===== config.mk =====
export PLATFORM = sky130hd
export DESIGN_NAME = fct_plane_eval
export DESIGN_NICKNAME = d
export VERILOG_FILES = /design/src/rtl/fct_pkg.sv /design/src/rtl/fct_plane_eval.sv
export SDC_FILE = /design/constraint.sdc
export NUM_CORES = 2
export LEC_CHECK = 0
export BUFFER_PORTS_ARGS = -buffer_cell sky130_fd_sc_hd__buf_4
export CORE_UTILIZATION = 30
export DETAILED_ROUTE_END_ITERATION = 8
export PLACE_DENSITY = 0.55
export SLEW_MARGIN = 20
export SYNTH_ARGS = -nofsm -noshare
export SYNTH_HDL_FRONTEND = slang
export SYNTH_SLANG_ARGS = --single-unit

===== constraint.sdc =====
create_clock -name aclk -period 22.6 [get_ports aclk]
set_input_delay 6.78 -clock aclk [delete_from_list [all_inputs] [get_ports aclk]]
set_output_delay 6.78 -clock aclk [all_outputs]
set_load 0.005 [all_outputs]

===== src/rtl/fct_pkg.sv =====
// Types and constants for the frustum cull test.
`timescale 1ns / 1ps
package fct_pkg;

    localparam int PLANE_REGS = 6;
    localparam int PLANE_W    = 64;
    localparam int CFG_IDX_W  = 3;
    localparam int COEF_W     = 16;
    localparam int POS_W      = 16;
    localparam int EXT_W      = 15;
    localparam int CRD_W      = 17;
    localparam int OFF_W      = 17;
    localparam int PROD_W     = CRD_W + COEF_W;
    localparam int SUM_W      = 37;
    localparam int FRAC_SHIFT = 14;
    localparam int S_TDATA_W  = 112;
    localparam int M_TDATA_W  = 8;

    localparam logic FUNC_SPHERE = 1'b0;
    localparam logic FUNC_BOX    = 1'b1;

    typedef logic [PLANE_REGS-1:0][PLANE_W-1:0] plane_array_t;

    typedef struct packed {
        logic en1;
        logic en2;
        logic en3;
    } stage_en_t;

endpackage


===== src/rtl/fct_plane_eval.sv =====
// Three-stage test of one object against one plane: corner select, multiply, sum and compare.
`timescale 1ns / 1ps
module fct_plane_eval (
    input  logic                               aclk,
    input  fct_pkg::stage_en_t                 stage_en,
    input  logic [fct_pkg::PLANE_W-1:0]        plane,
    input  logic                               func,
    input  logic signed [fct_pkg::POS_W-1:0]   pos_x,
    input  logic signed [fct_pkg::POS_W-1:0]   pos_y,
    input  logic signed [fct_pkg::POS_W-1:0]   pos_z,
    input  logic [fct_pkg::EXT_W-1:0]          radius,
    input  logic [fct_pkg::EXT_W-1:0]          box_width,
    input  logic [fct_pkg::EXT_W-1:0]          box_height,
    input  logic [fct_pkg::EXT_W-1:0]          box_depth,
    output logic                               cull
);
    import fct_pkg::*;

    logic signed [COEF_W-1:0] coef_a, coef_b, coef_c, coef_d;

    logic signed [CRD_W-1:0]  cx_next, cy_next, cz_next;
    logic signed [OFF_W-1:0]  off_next;
    logic signed [CRD_W-1:0]  cx_reg, cy_reg, cz_reg;
    logic signed [OFF_W-1:0]  off1_reg;
    logic                     func1_reg;

    logic signed [PROD_W-1:0] pa_reg, pb_reg, pc_reg;
    logic signed [OFF_W-1:0]  off2_reg;
    logic                     func2_reg;

    logic signed [SUM_W-1:0]  sum;
    logic                     cull_next;
    logic                     cull_reg;

    assign coef_a = plane[15:0];
    assign coef_b = plane[31:16];
    assign coef_c = plane[47:32];
    assign coef_d = plane[63:48];

    // Sphere mode adds the radius to d; in box mode the corner farthest along the normal decides.
    always_comb begin
        cx_next = CRD_W'(pos_x);
        cy_next = CRD_W'(pos_y);
        cz_next = CRD_W'(pos_z);
        off_next = OFF_W'(coef_d) + $signed({2'b00, radius});
        if (func == FUNC_BOX) begin
            off_next = OFF_W'(coef_d);
            if (!coef_a[COEF_W-1]) cx_next = CRD_W'(pos_x) + $signed({2'b00, box_width});
            if (!coef_b[COEF_W-1]) cy_next = CRD_W'(pos_y) + $signed({2'b00, box_height});
            if (!coef_c[COEF_W-1]) cz_next = CRD_W'(pos_z) + $signed({2'b00, box_depth});
        end
    end

    always_ff @(posedge aclk) begin
        if (stage_en.en1) begin
            cx_reg    <= cx_next;
            cy_reg    <= cy_next;
            cz_reg    <= cz_next;
            off1_reg  <= off_next;
            func1_reg <= func;
        end
        if (stage_en.en2) begin
            pa_reg    <= PROD_W'(coef_a * cx_reg);
            pb_reg    <= PROD_W'(coef_b * cy_reg);
            pc_reg    <= PROD_W'(coef_c * cz_reg);
            off2_reg  <= off1_reg;
            func2_reg <= func1_reg;
        end
        if (stage_en.en3) begin
            cull_reg  <= cull_next;
        end
    end

    // Distance in units of 2^-18; sphere culls on <= 0, box on < 0.
    always_comb begin
        sum = SUM_W'(pa_reg) + SUM_W'(pb_reg) + SUM_W'(pc_reg)
            + $signed({{(SUM_W-OFF_W-FRAC_SHIFT){off2_reg[OFF_W-1]}}, off2_reg,
                       {FRAC_SHIFT{1'b0}}});
        if (func2_reg == FUNC_BOX) begin
            cull_next = sum[SUM_W-1];
        end else begin
            cull_next = sum[SUM_W-1] || (sum == '0);
        end
    end

    assign cull = cull_reg;

endmodule


==> metrics.yaml <==
outcome: "complete, no violations"
yosysUniqueCellTypes: 82
nFillCells: 14590
clk_latency_ns: 0.52
gr-total-overflow: 0
portBuffers: 177
hold-path-endpoint: "off2_reg[5]"
ios: 178
fmax_ghz: 0.07854
cts.clk_slew.worst_paths_ns: 0.08
clock-root-buffer: "clkbuf_16"
htree_num_levels: 4
rows: 138
r2r-end: "pc_reg[31]"
setup_viol: 0
cts_buffer_depth: 2
fin_worst_skew_ns: 0.02009
synth_compound_area_frac: 0.07515
synth-main-ff-cell: "edfxtp_1"
first_global_vias: 31900
grt_max_degree: 61
drt-initial-drc-count: 1621
final.setup.worst_slack_ns: 9.868
drt-pass1-iter-count: 5
regArea_um2: 5615
drc: 0
crit_path_end_kind: "register"
critPathMaxFanout: 15
required_ns: 22.89
syn_avg_cell_area_um2: 9.624
numCtsBuffers: 17
gp_congestion: 0.8675
finalWirelength_um: 107100
cts_sinks: 187
ant_nets: 0
synth_top_family_by_area: "adder cells"
hold_viol: 0
crit_type: "in2reg"
synthTopCellsByCount: "inv_1, fa_1, nand2_1"
die_y_um: 380.3
finish.net_count: 5946
utilization: 0.3296
hp-class: "reg2reg"
wire_per_inst_um: 16.66
yosysSeqAreaShare: 0.1308
synth_most_common_cell: "inv_1"
rsz0062_at_grt: "no"
min_path_cells: 0
grt_pass1_wl_um: 174100
max_slew_margin: 0.3188
synth_edf_count: 187
r2r_start: "cz_reg[8]"
ys_async_sr_fraction: 0
r2r_cells: 22
synthSimpleGateAreaFrac: 0.1445
drive_gt1_frac: 0.05576
cap_violations: 0
slew_viol_final: 0
vias: 29810
die_area_um2: 144600
viasPerCell: 4.636
ys_ff_latch: 187
muxShareOfSynthArea: 0.002915
ys_top_cells_by_area: "fa_1, edfxtp_1, ha_1"
r2r_slack_ns: 15.50
period_needed_ns: 12.73
postCtsSetupRepairBufs: 0
grt_usage: 0.1541
postSynthCellCount: 4460
min_from: "off1_reg[5]"
worst_setup_path_start_kind: "input port"
yosysWarnings: 0
dp_hpwl_um: 89930
synth-adder-area-share: 0.5176
ctsHoldBuffers: 0
cts_tree: "built"
cp.arrival_ns: 13.03
max_slew.worst_pin.slew_ns: 1.019
start_util: 0.3028
core_um2: 141800
die_x_um: 380.3
tns_ns: 0
multi_input_area_um2: 33110
fin_crit_sh: 0.5634
worst_hold_slack_ns: 0.4234
synthXorXnorAreaFrac: 0.03122
antenna_found_initial: 13
synth_top_cell_area_share: 0.4132
post_cts_resized: 0
area_growth_pct: 8.865
pre_cts_slack_ns: 9.356
syn_area_um2: 42920
syn_nets: 5881
synth_top_cell_by_area: "fa_1"
-- metrics by stage --
stage	instance area (µm²)	cells
final	46730	6429
after floorplan	42920	4460
after CTS	46720	6427
after detailed placement	46130	6396
after global routing	46720	6427
after global placement	46130	6396
-- cell usage in the layout (no fill, tap or decap), types with 10 or more instances in the layout --
master,n
inv_1,981
fa_1,886
nand2_1,517
and2_1,408
ha_1,358
edfxtp_1,187
buf_4,180
nor2_1,151
o21ai_0,126
a21oi_1,114
xnor2_1,111
a21o_1,50
xor2_1,42
nand3_1,41
nor3_1,37
nand2b_1,26
o21bai_1,24
o31ai_1,18
clkbuf_16,17
and3_1,15
nor2b_1,15
a211oi_1,14
or3_1,14
a31oi_1,12
o21a_1,10
o211ai_1,10
o2111ai_1,10
a21boi_0,10
nor4_1,10
-- worst max path at each step --
stage          startpoint          to  slack [ns]  cells past startpoint
3_5_place_dp    plane[15]  pa_reg[32]        9.36                     22
6_report        plane[15]  pa_reg[32]        9.87                     22
5_1_grt         plane[17]  pb_reg[31]        9.55                     22
3_3_place_gp    plane[36]  pc_reg[31]        9.45                     23
2_1_floorplan   plane[39]  pc_reg[31]        9.73                     25
4_1_cts         plane[15]  pa_reg[32]        9.89                     22
-- worst max-delay path, stage by stage --
cell	delay (ns)
buf_4	0.14
inv_1	0.49
nor2_1	0.11
fa_1	0.53
fa_1	0.43
fa_1	0.51
fa_1	0.44
fa_1	0.49
inv_1	0.05
fa_1	0.47
inv_1	0.04
ha_1	0.33
a21o_1	0.18
a21o_1	0.19
a21oi_2	0.17
o21ai_0	0.11
a2111o_1	0.43
a21oi_2	0.20
o31ai_2	0.14
o41ai_4	0.28
mux2i_1	0.14
a2111oi_2	0.37
-- area by class of cell --
class                   count  area share
clock buffers              17    0.009104
inverters                 982     0.07888
repair buffers            180     0.02892
multi-input cells        3157      0.7086
well taps                1890     0.05061
flip-flops and latches    187      0.1202
clock inverters            14    0.003642
diodes                      2   0.0001071
-- layer usage --
layer  global-route usage  share of wire  wire length, µm
met1               0.2061           0.44            47610
met2               0.2521           0.47            50140
met3              0.02816          0.059             6295
met4              0.04742          0.028             3014
met5                    0        0.00042               45
-- cells by family after synthesis --
kind of cell             count (synthesis)
AO/OA/AOI/OAI                          482
XOR/XNOR                               153
adder cells (fa/ha/maj)               1244
buffers and inverters                 1116
flip-flops                             187
multiplexers                            12
AND/OR/NAND/NOR                       1266
Power is left out: the tool's default activity adds up to more than one toggle a clock period on the data nets, which glitch-free logic cannot reach.
